==> config.mk <==
export PLATFORM = sky130hd
export DESIGN_NAME = crp_front
export DESIGN_NICKNAME = d
export VERILOG_FILES = /design/src/crp_pkg.sv /design/src/crp_front.sv
export SDC_FILE = /design/constraint.sdc
export NUM_CORES = 1
export LEC_CHECK = 0
export CAP_MARGIN = 15
export CELL_PAD_IN_SITES_DETAIL_PLACEMENT = 0
export CELL_PAD_IN_SITES_GLOBAL_PLACEMENT = 1
export CORE_MARGIN = 4
export CORE_UTILIZATION = 30
export DETAILED_ROUTE_END_ITERATION = 8
export DONT_BUFFER_PORTS = 1
export GPL_TIMING_DRIVEN = 0
export PLACE_DENSITY_LB_ADDON = 0.1
export SKIP_CTS_REPAIR_TIMING = 1
export SYNTH_ARGS = -nofsm -noshare
export SYNTH_HDL_FRONTEND = slang
export SYNTH_SLANG_ARGS = --single-unit
==> constraint.sdc <==
create_clock -name clock -period 4.5 [get_ports clock]
set_clock_uncertainty 0.2 [all_clocks]
set_input_delay 0.45 -clock clock [delete_from_list [all_inputs] [get_ports clock]]
set_output_delay 0.45 -clock clock [all_outputs]
set_load 0.02 [all_outputs]
==> src/crp_pkg.sv <==
`timescale 1ns / 1ps

package crp_pkg;

   // Coordinates are reduced to this many bits and taken as two's complement.
   localparam int COORD_WIDTH = 32;
   localparam int DIFF_WIDTH  = COORD_WIDTH + 1;
   localparam int PROD_WIDTH  = 2 * DIFF_WIDTH;

   // Path operation codes.
   localparam logic [2:0] OP_MOVE  = 3'd0;
   localparam logic [2:0] OP_LINE  = 3'd1;
   localparam logic [2:0] OP_GHOST = 3'd2;
   localparam logic [2:0] OP_CONIC = 3'd3;
   localparam logic [2:0] OP_CUBIC = 3'd4;

   // Queue depths; both must be powers of two so the pointers wrap on their own.
   localparam int REQ_DEPTH = 4;
   localparam int REQ_PTR_W = $clog2(REQ_DEPTH);
   localparam int REQ_CNT_W = $clog2(REQ_DEPTH + 1);
   localparam int RSP_DEPTH = 4;
   localparam int RSP_PTR_W = $clog2(RSP_DEPTH);
   localparam int RSP_CNT_W = $clog2(RSP_DEPTH + 1);

   typedef struct packed {
      logic [2:0]         point_op;
      logic signed [31:0] point_x;
      logic signed [31:0] point_y;
      logic               path_end;
   } point_type;

   typedef struct packed {
      logic [2:0]         kept_op;
      logic signed [31:0] kept_x;
      logic signed [31:0] kept_y;
      logic               kept_last;
   } kept_type;

   // A classified point as it travels between the front and the back.
   typedef struct packed {
      logic [2:0]                     op;
      logic                           line_op;
      logic signed [COORD_WIDTH-1:0]  x;
      logic signed [COORD_WIDTH-1:0]  y;
      logic                           last;
   } item_type;

   // Up to two results written into the result queue in one cycle.
   typedef struct packed {
      logic [1:0] count;
      kept_type   item0;
      kept_type   item1;
   } rsp_write_type;

   // How much of a path the back end currently holds.
   typedef enum logic [1:0] {
      HELD_NONE    = 2'd0,
      HELD_ANCHOR  = 2'd1,
      HELD_PENDING = 2'd2
   } held_type;

   // Exact difference of two coordinates, one bit wider.
   function automatic logic signed [DIFF_WIDTH-1:0] coord_diff(
      input logic signed [COORD_WIDTH-1:0] a,
      input logic signed [COORD_WIDTH-1:0] b
   );
      logic signed [DIFF_WIDTH-1:0] ea;
      logic signed [DIFF_WIDTH-1:0] eb;
      ea = DIFF_WIDTH'(a);
      eb = DIFF_WIDTH'(b);
      return ea - eb;
   endfunction

   // Builds a result from a stored point, sign extending its coordinates.
   function automatic kept_type to_kept(
      input logic [2:0]                    op,
      input logic signed [COORD_WIDTH-1:0] x,
      input logic signed [COORD_WIDTH-1:0] y,
      input logic                          last
   );
      kept_type k;
      k.kept_op   = op;
      k.kept_x    = 32'(x);
      k.kept_y    = 32'(y);
      k.kept_last = last;
      return k;
   endfunction

endpackage

==> src/crp_front.sv <==
`timescale 1ns / 1ps

module crp_front import crp_pkg::*; (
   input  logic      clock,
   input  logic      reset,
   input  logic      push,
   input  point_type point,
   output logic      full,
   output logic      head_valid,
   output item_type  head,
   input  logic      head_pop
);

   item_type               mem_ff [REQ_DEPTH];
   logic [REQ_PTR_W-1:0]   wr_ptr_ff, wr_ptr_in;
   logic [REQ_PTR_W-1:0]   rd_ptr_ff, rd_ptr_in;
   logic [REQ_CNT_W-1:0]   count_ff, count_in;
   logic                   push_ok;
   logic                   pop_ok;
   item_type               classified;

   // Classify the incoming point: reduce the coordinates and mark line codes.
   always_comb begin
      classified.op      = point.point_op;
      classified.line_op = (point.point_op == OP_LINE) || (point.point_op == OP_GHOST);
      classified.x       = point.point_x[COORD_WIDTH-1:0];
      classified.y       = point.point_y[COORD_WIDTH-1:0];
      classified.last    = point.path_end;
   end

   assign full       = (count_ff == REQ_CNT_W'(REQ_DEPTH));
   assign head_valid = (count_ff != '0);
   assign head       = mem_ff[rd_ptr_ff];
   assign push_ok    = push && !full;
   assign pop_ok     = head_pop && head_valid;

   // Queue pointer and fill count update.
   always_comb begin
      wr_ptr_in = push_ok ? wr_ptr_ff + 1'b1 : wr_ptr_ff;
      rd_ptr_in = pop_ok ? rd_ptr_ff + 1'b1 : rd_ptr_ff;
      count_in  = count_ff + REQ_CNT_W'(push_ok) - REQ_CNT_W'(pop_ok);
   end

   always_ff @(posedge clock) begin
      if (reset) begin
         wr_ptr_ff <= '0;
         rd_ptr_ff <= '0;
         count_ff  <= '0;
      end else begin
         wr_ptr_ff <= wr_ptr_in;
         rd_ptr_ff <= rd_ptr_in;
         count_ff  <= count_in;
      end
   end

   // Queue storage.
   always_ff @(posedge clock) begin
      if (push_ok) begin
         mem_ff[wr_ptr_ff] <= classified;
      end
   end

endmodule

==> impl_results.md <==
* Average size of a mapped cell at 25.3 um^2
* Setup slack after layout at 1.21 ns
* Total power at 7.20 mW
* CP most frequent cell: inv_1
* Crit start category: flop
* Wire length per cell at 21.5 um
* Main combinational cell family by area after synthesis: multiplexers
* Worst Hold Class: in -> reg
* CTS tree: yes
* Clock latency on the worst-skew pair at 0.55 ns
* Max frequency at 304 MHz
* P_int at 5.11 mW
* Pwr/cell area at 568 mW/mm^2
* WL final at 21.4 mm
* Crit. End Element: flop
* Status: complete, no violations
* Mux cell area share after synthesis at 0.150
* Compound-Gate Fraction of Synth Area at 0.00264
* Die Y at 195 um
* Count of final setup violators at 0
* Setup_tns at 0 ns
* Initial antenna violation count at 1
* Cell variety after synth at 25
* Final min period at 3.29 ns
* Clk pwr share at 0.304
* Post-synthesis simple-gate area fraction at 0.00971
* RSZ-0062 raised after global routing: no
* Net Sw Power at 2.08 mW
* Mapped Cells at 412
* Final Hold Violating Endpoints at 0
* PortBufs at 0
* Tcrit/Tclk final at 0.730
* Largest net degree at the start of global routing at 41
* Leakage at 3.94 nW
* Synth warn at 0
* Pre-CTS WS at 1.17 ns
* Crit-path max cell delay at 0.85 ns
* Total GRT Usage at 0.110
* Top post-synthesis cells by area: edfxtp_1 79%, mux4_2 15%, dfxtp_1 1.7%, ha_1 0.72%, buf_12 0.38%
* Layout cell share with drive strength beyond 1 at 0.236
* Clock H-tree levels at 1
* Antenna-violating nets left at 0
* Worst Path Max Fanout at 6
* Gr ovfl total at 0
* Crit path cell chain: nor3b_1 > nor2_1 > inv_1 > ha_1 > inv_1 > ha_1 > inv_1 > fa_1 > xor2_1 > and2_1 > nor3_1
* Post-Synth XOR/XNOR Area at 0.00336
* Combinational fraction of design power at 0.238
* Max Slew Vio Count at 0
* Die Wd at 195 um
* Number of CTS-inserted buffers at 30
* Worst rel slew slack at 0.321
* GPL Wtd Cong at 0.632
* Starting density of the core at 0.303
* Layout Utilization at 0.368
* I/O Pins at 143
* Reg power frac at 0.457
* Maxcap violations at 0
* DR vias at 4,430
* DRT iter0 DRCs at 123
* Sequential share of the synthesized area at 0.811
* Worst slew pin tran at 1.02 ns
* Worst Path Arrival at 3.55 ns
* Post-synth top area share at 0.794
* Worst path slowest cell: nor3b_1
* Synth Area in Adders at 0.00911
* Area grow syn2layout at 21.4%
* CP bufs+invs at 3
* Hpwl dp at 12.6 mm
* Syn Nets at 491
* Reg clk slew, reported paths at 0.06 ns
* Fillers at 3,181
* Clock Path Buffers at 3
* DR pass1 iterations at 4
* Critical setup path kind: reg -> reg
* Die area at 0.0378 mm^2
* Fin nets at 596
* CTS Root Cell: clkbuf_16
* CTS Sinks at 285
* Core Box Area at 0.0345 mm^2
* Vias per Instance at 4.45
* Sw frac at 0.289
* Vias in the first global route at 4,674
* Family with the most delay on the worst path: simple AND/OR/NAND/NOR gates
* First-pass GRT wire length at 30.8 mm
* FF+latch count, synth at 285
* # DRC at 0
* Crit path required time at 4.76 ns
* Row Count at 68
* Synth Cell Area at 0.0104 mm^2
* Worst ir drop on vdd at 0.309 mV
* Area leader, netlist: edfxtp_1
==> power groups by stage <==
stage	Clock [mW]	Sequential, mW	Combinational, mW
final	2.19	3.29	1.72
after global routing	2.42	3.31	1.85
after CTS	2.30	3.29	1.72
after detailed placement	0	3.35	1.72
after global placement	0	3.38	1.68
after floorplan	0	3.34	1.32
==> cell type report <==
class                           count  area [um^2]  area share
Antenna cell                        1         2.50    0.000197
Buffer                             17          126     0.00997
Clock buffer                       38          802      0.0633
Clock inverter                     16         76.3     0.00602
Inverter                            6         22.5     0.00178
Multi-Input combinational cell    104         1830       0.145
Sequential cell                   285         8470       0.668
Tap cell                          455          569      0.0449
Timing Repair Buffer               73          778      0.0614
==> final timing paths <==
| path | start | end | slack (ns) | cells after the start |
|---|---|---|---|---|
| max | count_ff[2] | count_ff[2] | 1.21 | 11 |
| min | head_pop | rd_ptr_ff[1] | 0.05 | 3 |
| max reg2reg | count_ff[2] | count_ff[2] | 1.21 | 11 |
| min reg2reg | wr_ptr_ff[1] | wr_ptr_ff[1] | 0.33 | 2 |
==> synthesized netlist by cell type <==
| master | n |
|---|---|
| buf_6 | 1 |
| mux4_2 | 69 |
| or3_1 | 2 |
| clkbuf_1 | 6 |
| a21oi_1 | 1 |
| nor2b_1 | 1 |
| nor2_1 | 7 |
| buf_4 | 5 |
| mux2i_1 | 1 |
| nor3b_1 | 1 |
| dfxtp_1 | 9 |
| xor2_1 | 2 |
| o21ai_0 | 1 |
| fa_1 | 1 |
| o311ai_0 | 1 |
| buf_2 | 3 |
| buf_12 | 2 |
| and2_1 | 5 |
| nor3_1 | 1 |
| o31a_1 | 1 |
| xnor2_1 | 2 |
| edfxtp_1 | 276 |
| ha_1 | 6 |
| inv_1 | 6 |
| nand2b_1 | 2 |
==> layout by cell type, fill, tap and decap left out, types with 3 or more instances in the layout <==
cell type,n
clkbuf_16,31
nor2_1,7
mux4_2,69
buf_4,5
clkinv_1,8
dfxtp_1,9
inv_1,6
dlygate4sd3_1,69
and2_4,4
buf_2,3
clkbuf_1,13
edfxtp_1,276
clkinv_2,6
ha_1,6
buf_12,5
==> layer usage <==
metal,global-route usage,wire (um),vias to the layer above
met5,0,0,-
met4,0.0268,545,0
met3,0.0480,1340,39
met2,0.189,10800,103
met1,0.126,8750,2326
li1,-,-,1962
==> cells by family (layout without fill, tap and decap cells) <==
| group | after synthesis | count (layout) |
|---|---|---|
| AND/OR/NAND/NOR | 19 | 19 |
| multiplexers | 70 | 70 |
| adder cells (fa/ha/maj) | 7 | 7 |
| AO/OA/AOI/OAI | 4 | 4 |
| buffers and inverters | 23 | 150 |
| flip-flops | 285 | 285 |
| other | 0 | 1 |
| XOR/XNOR | 4 | 4 |
==> tightest hold or removal path: cells and delay by family <==
family / cells / cell delay [ns]
and+or+nand+nor: 1 / 0.11
AOI/OAI and AO/OA: 1 / 0.10
xor gates and xnor gates: 1 / 0.08
==> registers in the layout, indices dropped and copies added (netlist names), named ones only <==
register,count
count_ff,3
wr_ptr_ff,2
rd_ptr_ff,2
mem_ff,276
==> metrics by stage <==
| step | std cells | hold WS, ns | cell area (um^2) |
|---|---|---|---|
| CTS | 925 | -0.261 | 12000 |
| global placement | 867 | 0.294 | 11000 |
| finish | 995 | 0.0463 | 12700 |
| global route | 995 | 0.0458 | 12700 |
| detailed placement | 871 | 0.322 | 11100 |
| floorplan | 412 | 0.282 | 10400 |
Power figures use the tool's default switching activity.
