### config.mk
export PLATFORM = sky130hd
export DESIGN_NAME = crp_rsp_queue
export DESIGN_NICKNAME = d
export VERILOG_FILES = /design/src/crp_pkg.sv /design/src/crp_rsp_queue.sv
export SDC_FILE = /design/constraint.sdc
export NUM_CORES = 1
export LEC_CHECK = 0
export ABC_AREA = 0
export BUFFER_PORTS_ARGS = -buffer_cell sky130_fd_sc_hd__buf_2
export CAP_MARGIN = 20
export CORE_MARGIN = 2
export CORE_UTILIZATION = 62
export CTS_CLUSTER_SIZE = 28
export DETAILED_ROUTE_END_ITERATION = 10
export GPL_ROUTABILITY_DRIVEN = 0
export PLACE_DENSITY = 0.92
export SETUP_SLACK_MARGIN = 0.1
export SLEW_MARGIN = 20
export SYNTH_ARGS = -nofsm -noshare
export SYNTH_HDL_FRONTEND = slang
export SYNTH_SLANG_ARGS = --single-unit
### constraint.sdc
create_clock -name clock -period 12.3 [get_ports clock]
set_input_delay 0.615 -clock clock [delete_from_list [all_inputs] [get_ports clock]]
set_output_delay 0.615 -clock clock [all_outputs]
set_load 0.02 [all_outputs]
### src/crp_pkg.sv
`timescale 1ns / 1ps

package crp_pkg;

   // Coordinates are reduced to this many bits and taken as two's complement.
   localparam int COORD_WIDTH = 32;
   localparam int DIFF_WIDTH  = COORD_WIDTH + 1;
   localparam int PROD_WIDTH  = 2 * DIFF_WIDTH;

   // Path operation codes.
   localparam logic [2:0] OP_MOVE  = 3'd0;
   localparam logic [2:0] OP_LINE  = 3'd1;
   localparam logic [2:0] OP_GHOST = 3'd2;
   localparam logic [2:0] OP_CONIC = 3'd3;
   localparam logic [2:0] OP_CUBIC = 3'd4;

   // Queue depths; both must be powers of two so the pointers wrap on their own.
   localparam int REQ_DEPTH = 4;
   localparam int REQ_PTR_W = $clog2(REQ_DEPTH);
   localparam int REQ_CNT_W = $clog2(REQ_DEPTH + 1);
   localparam int RSP_DEPTH = 4;
   localparam int RSP_PTR_W = $clog2(RSP_DEPTH);
   localparam int RSP_CNT_W = $clog2(RSP_DEPTH + 1);

   typedef struct packed {
      logic [2:0]         point_op;
      logic signed [31:0] point_x;
      logic signed [31:0] point_y;
      logic               path_end;
   } point_type;

   typedef struct packed {
      logic [2:0]         kept_op;
      logic signed [31:0] kept_x;
      logic signed [31:0] kept_y;
      logic               kept_last;
   } kept_type;

   // A classified point as it travels between the front and the back.
   typedef struct packed {
      logic [2:0]                     op;
      logic                           line_op;
      logic signed [COORD_WIDTH-1:0]  x;
      logic signed [COORD_WIDTH-1:0]  y;
      logic                           last;
   } item_type;

   // Up to two results written into the result queue in one cycle.
   typedef struct packed {
      logic [1:0] count;
      kept_type   item0;
      kept_type   item1;
   } rsp_write_type;

   // How much of a path the back end currently holds.
   typedef enum logic [1:0] {
      HELD_NONE    = 2'd0,
      HELD_ANCHOR  = 2'd1,
      HELD_PENDING = 2'd2
   } held_type;

   // Exact difference of two coordinates, one bit wider.
   function automatic logic signed [DIFF_WIDTH-1:0] coord_diff(
      input logic signed [COORD_WIDTH-1:0] a,
      input logic signed [COORD_WIDTH-1:0] b
   );
      logic signed [DIFF_WIDTH-1:0] ea;
      logic signed [DIFF_WIDTH-1:0] eb;
      ea = DIFF_WIDTH'(a);
      eb = DIFF_WIDTH'(b);
      return ea - eb;
   endfunction

   // Builds a result from a stored point, sign extending its coordinates.
   function automatic kept_type to_kept(
      input logic [2:0]                    op,
      input logic signed [COORD_WIDTH-1:0] x,
      input logic signed [COORD_WIDTH-1:0] y,
      input logic                          last
   );
      kept_type k;
      k.kept_op   = op;
      k.kept_x    = 32'(x);
      k.kept_y    = 32'(y);
      k.kept_last = last;
      return k;
   endfunction

endpackage

### src/crp_rsp_queue.sv
`timescale 1ns / 1ps

module crp_rsp_queue import crp_pkg::*; (
   input  logic          clock,
   input  logic          reset,
   input  rsp_write_type wr,
   output logic          room,
   input  logic          pop,
   output logic          empty,
   output kept_type      kept
);

   kept_type             mem_ff [RSP_DEPTH];
   logic [RSP_PTR_W-1:0] wr_ptr_ff, wr_ptr_in;
   logic [RSP_PTR_W-1:0] rd_ptr_ff, rd_ptr_in;
   logic [RSP_CNT_W-1:0] count_ff, count_in;
   logic [RSP_PTR_W-1:0] wr_ptr_next;
   logic                 pop_ok;

   // Room for two results, the most one decision can write.
   assign room        = (count_ff <= RSP_CNT_W'(RSP_DEPTH - 2));
   assign empty       = (count_ff == '0);
   assign kept        = mem_ff[rd_ptr_ff];
   assign pop_ok      = pop && !empty;
   assign wr_ptr_next = wr_ptr_ff + 1'b1;

   // Pointer and fill count update.
   always_comb begin
      wr_ptr_in = wr_ptr_ff + RSP_PTR_W'(wr.count);
      rd_ptr_in = pop_ok ? rd_ptr_ff + 1'b1 : rd_ptr_ff;
      count_in  = count_ff + RSP_CNT_W'(wr.count) - RSP_CNT_W'(pop_ok);
   end

   always_ff @(posedge clock) begin
      if (reset) begin
         wr_ptr_ff <= '0;
         rd_ptr_ff <= '0;
         count_ff  <= '0;
      end else begin
         wr_ptr_ff <= wr_ptr_in;
         rd_ptr_ff <= rd_ptr_in;
         count_ff  <= count_in;
      end
   end

   // Storage: the first result at the write pointer, a second one after it.
   always_ff @(posedge clock) begin
      if (wr.count != 2'd0) begin
         mem_ff[wr_ptr_ff] <= wr.item0;
      end
      if (wr.count == 2'd2) begin
         mem_ff[wr_ptr_next] <= wr.item1;
      end
   end

endmodule

==> flow_metrics.py, run 1 <==
metrics = {
    "floorplan": {
        "rows": 54,
        "core_region_area_um2": 21800,
        "die_width_um": 153,
        "die_height_um": 153,
        "io_pins": 211,
        "die_area_um2": 23300,
        "floorplan.initialDensity_pct": 62.9,
    },
    "power_and_ir_drop": {
        "p_total_mw": 2.76,
        "vdd_ir_drop_max_mv": 0.129,
        "cellLeakagePower_nw": 5.63,
        "cellPowerDensity_nw_per_um2": 173,
    },
    "sta": {
        "final.hold.worst_slack_ns": 0.374,
        "fin_crit_sh_pct": 28.6,
        "slew_headroom_pct": 26.6,
        "timing_worst_slew_pin_value_ns": 1.10,
        "finalMaxSlewViolations": 0,
        "timing.clock.skew_ns": 0.00772,
        "max_freq_mhz": 284,
        "finalSetupViolCount": 0,
        "setup_total_negative_slack_ns": 0,
        "timing_hold_violations_final": 0,
        "layout_min_cycle_time_ns": 3.52,
        "unrepaired_setup_endpoints_after_global_routing": "false",
    },
    "grt": {
        "grt_remaining_overflow": 0,
        "number_of_antenna_violations_at_the_first_check_in_global_routing": 5,
        "grt.total_usage_pct": 24.5,
        "grt_pass1_vias": 8101,
        "grt_start_max_net_pins": 69,
        "first_pass_grt_wire_length_um": 44500,
    },
    "synth": {
        "netlist_area_um2": 13700,
        "yosysWarningCount": 0,
        "synth_top_cells_by_area": "edfxtp_1 (60%), mux2_2 (18%), mux4_2 (11%)",
        "netlist.area_leader.share_pct": 59.7,
        "yosys.cell_types.count": 28,
        "postSynth.topFlopCell": "edfxtp_1",
        "number_of_enable_flip_flop_cells_after_synthesis": 272,
        "synth.ff_latch_count": 281,
        "synth_cells": 709,
        "synthesis.nets": 855,
        "seq_area_frac_synth_pct": 61.0,
        "syn-mean-instance-area_um2": 19.3,
        "async_flop_share_pct": 0,
        "netlist.top_cell.by_area": "edfxtp_1",
    },
    "routing": {
        "wl_per_cell_um": 23.6,
        "via_count": 7436,
        "routed_wl_um": 28700,
        "total_iterations_of_the_first_detailed_routing_run": 5,
        "route.detailed.drc": 0,
        "drt-vias-per-instance": 6.13,
        "initialDrtViolationCount": 489,
        "ant_nets": 0,
    },
    "layout": {
        "nFillCells": 1299,
        "layout.nets": 1059,
        "layout-area-overhead-vs-synth_pct": 16.0,
        "post_route_cells_drive_above_1_share_pct": 62.6,
        "ff_latch_area_um2": 8360,
        "multi_input_area_um2": 5070,
    },
    "placement": {
        "place_hpwl_um": 17000,
        "port_buffers": 210,
    },
    "worst_setup_path": {
        "timing_worst_setup_path_type": "reg2out",
        "critical_path.max_fanout": 37,
        "crit_required_ns": 11.69,
        "reg2reg_setup_slack_ns": 9.66,
        "critical_path.endpoint_type": "output port",
        "arrival_ns": 2.90,
        "critical_path.startpoint_type": "flop",
    },
    "clock_tree": {
        "cts_setup_buffers": 0,
        "tritoncts": "done",
        "clock-root-buffer": "clkbuf_16",
        "cts.path.max_buffers": 3,
        "postCtsResizedCells": 0,
        "clkSlewWorstSetupHoldPaths_ns": 0.06,
        "ctsHoldBuffers": 0,
        "clkLatencyLatePin_ns": 0.53,
        "cts-buffers-inserted": 29,
        "htree_levels": 1,
        "cts.sinks": 281,
    },
    "run_status": {
        "status": "finished clean",
    },
    "worst_hold_path": {
        "holdCritPathClass": "in2reg",
    },
    "flow_run": {
        "drv_cap": 0,
    },
}
[per-stage QoR]
stage	util, %	worst slack, ns	std cells	area, um2
CTS	72.8	8.68	1211	15800
global route	73.0	8.56	1213	15900
global placement	68.6	9.27	1161	14900
detailed placement	68.6	9.25	1161	14900
finish	73.0	8.78	1214	15900
floorplan	-	6.08	709	13700
[cell usage after synthesis, types with 2 or more instances]
cell type	instances
inv_1	7
xnor3_1	2
nor2b_1	5
buf_1	2
and4bb_1	2
o21bai_1	2
mux2_1	29
buf_2	29
buf_6	8
nor2_1	6
edfxtp_1	272
dfxtp_1	9
buf_4	4
ha_1	4
mux2_2	217
mux2_4	29
mux4_2	68
clkbuf_1	4
[final timing paths]
kind,from,end,cells after the start
worst min-delay path,reset,count_ff[0],2
worst max-delay path,flop,kept[46],3
worst max register to register,wr_ptr_ff[1],mem_ff[3][67],3
worst min register to register,rd_ptr_ff[1],rd_ptr_ff[1],2
[sequential cells by signal, summed over array words and instances, names as in the netlist, named ones only]
name	count
wr_ptr_ff	2
rd_ptr_ff	2
mem_ff	272
count_ff	3
[layout make-up]
type | instances | share of cell area (%)
sequential | 281 | 52.6
multi-input combinational | 373 | 31.9
timing repair buffer | 221 | 7.26
clock buffer | 34 | 4.69
tap | 280 | 2.21
clock inverter | 16 | 1.13
inverter | 7 | 0.165
antenna | 2 | 0.0315
[cell usage in the layout, fill, tap and decap left out, types with 2 or more instances in the layout]
| cell | Yosys | routed |
|---|---|---|
| nor2b_1 | 5 | 5 |
| mux2_1 | 29 | 29 |
| clkinv_2 | 0 | 4 |
| and4bb_4 | 0 | 2 |
| bufinv_16 | 0 | 4 |
| clkbuf_1 | 4 | 5 |
| clkbuf_16 | 0 | 29 |
| buf_4 | 4 | 10 |
| nor2_4 | 0 | 2 |
| inv_1 | 7 | 7 |
| clkinv_1 | 0 | 6 |
| diode_2 | 0 | 2 |
| dfxtp_4 | 0 | 2 |
| nor2_1 | 6 | 4 |
| dfxtp_1 | 9 | 7 |
| buf_2 | 29 | 210 |
| ha_1 | 4 | 4 |
| mux2_2 | 217 | 217 |
| mux4_2 | 68 | 68 |
| xnor3_1 | 2 | 2 |
| mux2_4 | 29 | 29 |
| edfxtp_1 | 272 | 272 |
[critical path: stages (launching register included)]
cell,delay (ns)
dfxtp_4,0.85
buf_4,0.69
mux4_2,0.61
buf_2,0.18
[power by group]
group | switching [mW] | internal, mW | leakage, nW
clock | 0.346 | 0.512 | 0.450
combinational | 0.339 | 0.306 | 2.55
sequential | 0.0731 | 1.18 | 2.63
[metal layers]
layer | part of all wire [%] | up-vias | wire [um] | global-route usage (%)
li1 | - | 3317 | - | -
met1 | 41 | 3798 | 11600 | 33.2
met2 | 51 | 269 | 14500 | 41.9
met3 | 6.7 | 46 | 1920 | 4.07
met4 | 2.0 | 6 | 578 | 6.66
met5 | 0.15 | - | 44 | 0
[cells by family (layout without fill, tap and decap cells)]
logic type	after synthesis	in the layout	synth area share (%)
other	0	2	0
muxes	344	344	34.7
AOI/OAI and AO/OA	6	6	0.311
buffers and inverters	55	278	2.33
xor gates and xnor gates	2	2	0.329
adders and majority gates	5	5	0.512
DFF	281	281	61.0
and+or+nand+nor	16	16	0.850
(Power assumes the default switching activity.)
==> run 2: changes to the inputs <==
- ABC_AREA: 0 -> 1
- CORE_UTILIZATION: 62 -> 57
- PLACE_DENSITY: 0.92 -> 0.86
- clock period: 12.3 -> 3.7 ns (I/O delays scaled with it)
==> run 2 against run 1 <==
Setup slack got worse by 8.0 ns; via count rose by 53%; routed wire length rose by 24%; power rose to 3.4 times the previous value; clock power rose to 3.2 times the previous value; sequential power rose to 3.2 times the previous value; worst hold slack got worse by 0.36 ns; flip-flop and latch count did not move; register-to-register slack got worse by 8.4 ns; highest routed layer is now met4.
==> flow_metrics.py, run 2 <==
metrics = {
    "layout": {
        "layout_common_cells": "o21ai_0 (327), nand2_1 (285), edfxtp_1 (272)",
        "max_ffs_per_register": 272,
        "layout.cells.most_common": "o21ai_0",
        "largest-register": "mem_ff",
        "layout-area-overhead-vs-synth_pct": 19.0,
        "final_util_pct": 68.8,
        "ff_latch_area_um2": 8350,
        "largestRegisters": "mem_ff (272), count_ff (3)",
        "multi_input_area_um2": 4340,
        "nFillCells": 1742,
        "layout.nets": 1760,
        "post_route_cells_drive_above_1_share_pct": 16.9,
    },
    "worst_setup_path": {
        "critical_path.startpoint_type": "flop",
        "crit_required_ns": 3.51,
        "arrival_ns": 2.78,
        "timing.rr.start": "wr_ptr_ff[0]",
        "r2r_cells": 4,
        "timing_worst_setup_path_type": "reg2out",
        "critical_path.max_fanout": 75,
        "reg2reg_setup_slack_ns": 1.22,
        "reg2reg_to": "mem_ff[2][44]",
        "critical_path.endpoint_type": "output port",
    },
    "placement": {
        "place_hpwl_um": 20000,
        "port_buffers": 210,
    },
    "routing": {
        "routed_wl_um": 35500,
        "initialDrtViolationCount": 1507,
        "route.detailed.drc": 0,
        "total_iterations_of_the_first_detailed_routing_run": 6,
        "wl_per_cell_um": 18.2,
        "via_count": 11397,
        "drt-vias-per-instance": 5.82,
        "ant_nets": 0,
    },
    "sta": {
        "finalMaxSlewViolations": 0,
        "unrepaired_setup_endpoints_after_global_routing": "false",
        "timing.clock.skew_ns": 0.0179,
        "max_freq_mhz": 337,
        "finalSetupViolCount": 0,
        "timing_worst_slew_pin_value_ns": 1.11,
        "fin_crit_sh_pct": 80.2,
        "timing_hold_violations_final": 0,
        "layout_min_cycle_time_ns": 2.97,
        "slew_headroom_pct": 26.2,
        "setup_total_negative_slack_ns": 0,
    },
    "clock_tree": {
        "cts-buffers-inserted": 29,
        "ctsHoldBuffers": 59,
        "clkSlewWorstSetupHoldPaths_ns": 0.06,
        "htree_levels": 1,
        "clkLatencyLatePin_ns": 0.54,
        "cts.path.max_buffers": 3,
        "clock-root-buffer": "clkbuf_16",
        "postCtsResizedCells": 0,
        "cts_setup_buffers": 0,
        "cts.sinks": 281,
        "tritoncts": "done",
    },
    "synth": {
        "main_combinational_cell_family_by_area_after_synthesis": "compound AO/OA/AOI/OAI gates",
        "post_synth_and_or_nand_nor_area_fraction_pct": 12.5,
        "netlist.top_cell.by_area": "edfxtp_1",
        "yosys.cell_types.count": 22,
        "synth_compound_gate_area_share_pct": 18.5,
        "synthesis.nets": 1551,
        "netlist_area_um2": 13500,
        "synth_commonest_cells": "o21ai_0 (327), nand2_1 (291), edfxtp_1 (272)",
        "synth.ff_latch_count": 281,
        "async_flop_share_pct": 0,
        "postSynth.topFlopCell": "edfxtp_1",
        "yosysWarningCount": 0,
        "number_of_enable_flip_flop_cells_after_synthesis": 272,
        "synthMuxAreaShare_pct": 0,
        "synthXorXnorAreaFrac_pct": 0,
        "post-synth-top-count-cell": "o21ai_0",
        "synth_top_cells_by_area": "edfxtp_1 (60%), o21ai_0 (12%), nand2_1 (8.1%)",
        "netlist.area_leader.share_pct": 60.4,
        "adder_and_majority_gate_portion_of_the_synthesized_area_pct": 0.518,
        "syn-mean-instance-area_um2": 9.63,
        "seq_area_frac_synth_pct": 61.7,
        "synth_cells": 1405,
    },
    "floorplan": {
        "die_area_um2": 25000,
        "io_pins": 211,
        "floorplan.initialDensity_pct": 57.8,
        "core_region_area_um2": 23400,
        "rows": 56,
        "die_width_um": 158,
        "die_height_um": 158,
    },
    "power_and_ir_drop": {
        "cellPowerDensity_nw_per_um2": 574,
        "cellLeakagePower_nw": 6.74,
        "vdd_ir_drop_max_mv": 0.417,
    },
    "grt": {
        "grt_start_max_net_pins": 113,
        "grt_pass1_vias": 10977,
        "grt.total_usage_pct": 27.8,
        "grt_remaining_overflow": 0,
        "first_pass_grt_wire_length_um": 54700,
        "number_of_antenna_violations_at_the_first_check_in_global_routing": 2,
    },
    "worst_hold_path": {
        "holdCritPathClass": "in2reg",
        "hold_path_startpoint": "wr[111]",
        "endpoint_worst_hold": "mem_ff[1][43]",
        "min_delay_path_depth": 3,
    },
    "run_status": {
        "status": "finished clean",
    },
    "flow_run": {
        "drv_cap": 0,
    },
}
-- run 2: layer usage --
layer	up-vias	routed length (um)	share of wire, %	global-route usage, %
met4	0	1160	3.3	10.3
li1	5314	-	-	-
met5	-	0	0	0
met2	681	17400	49	47.0
met1	5291	13500	38	36.1
met3	111	3490	9.8	4.82
-- run 2: through the flow --
stage               worst slack (ns)  hold WS, ns  instances  area [um2]  total power, mW
floorplan                      0.849        0.256       1405       13500             5.62
global placement                1.32        0.401       1841       14600             6.38
detailed placement              1.28        0.410       1841       14600             6.46
CTS                            0.733     0.000782       1953       16000             9.21
global route                   0.558       0.0112       1956       16100             9.63
finish                         0.734       0.0128       1957       16100             9.24
-- run 2: power by group --
group / internal, mW / switching (mW) / total, mW
sequential: 3.87 / 0.150 / 4.02
clock: 1.58 / 1.17 / 2.75
combinational: 0.752 / 1.72 / 2.47
total: 6.21 / 3.04 / 9.24
-- run 2: layout make-up --
type                       instances  area share [%]
tap                              319            2.48
inverter                          87            2.04
clock inverter                    11           0.458
multi-input combinational        934            26.9
antenna                            2          0.0311
clock buffer                      42            5.06
sequential                       281            51.9
timing repair buffer             281            11.1
-- run 2: worst max-delay path by stage --
stage,startpoint,end,slack (ns),cells past startpoint
2_1_floorplan,wr_ptr_ff[0],mem_ff[2][0],0.85,6
3_3_place_gp,wr_ptr_ff[0],mem_ff[2][53],1.32,4
3_5_place_dp,wr_ptr_ff[0],mem_ff[2][51],1.28,4
4_1_cts,flop,kept[4],0.73,5
5_1_grt,flop,kept[54],0.56,4
6_report,flop,kept[4],0.73,5
-- run 2: worst max-delay path, cell delays in order (launching register included) --
cell and delay, ns:
dfxtp_4 0.53, inv_4 0.64, buf_12 0.35, o21ai_0 0.13
o22ai_1 0.29, buf_2 0.23
-- run 2: cell families (layout without fill, tap and decap cells) --
family / count (synthesis) / count (layout)
flip-flops: 281 / 281
buffers and inverters: 190 / 421
other: 0 / 2
adder cells (fa/ha/maj): 5 / 5
AND/OR/NAND/NOR: 447 / 447
AO/OA/AOI/OAI: 482 / 482
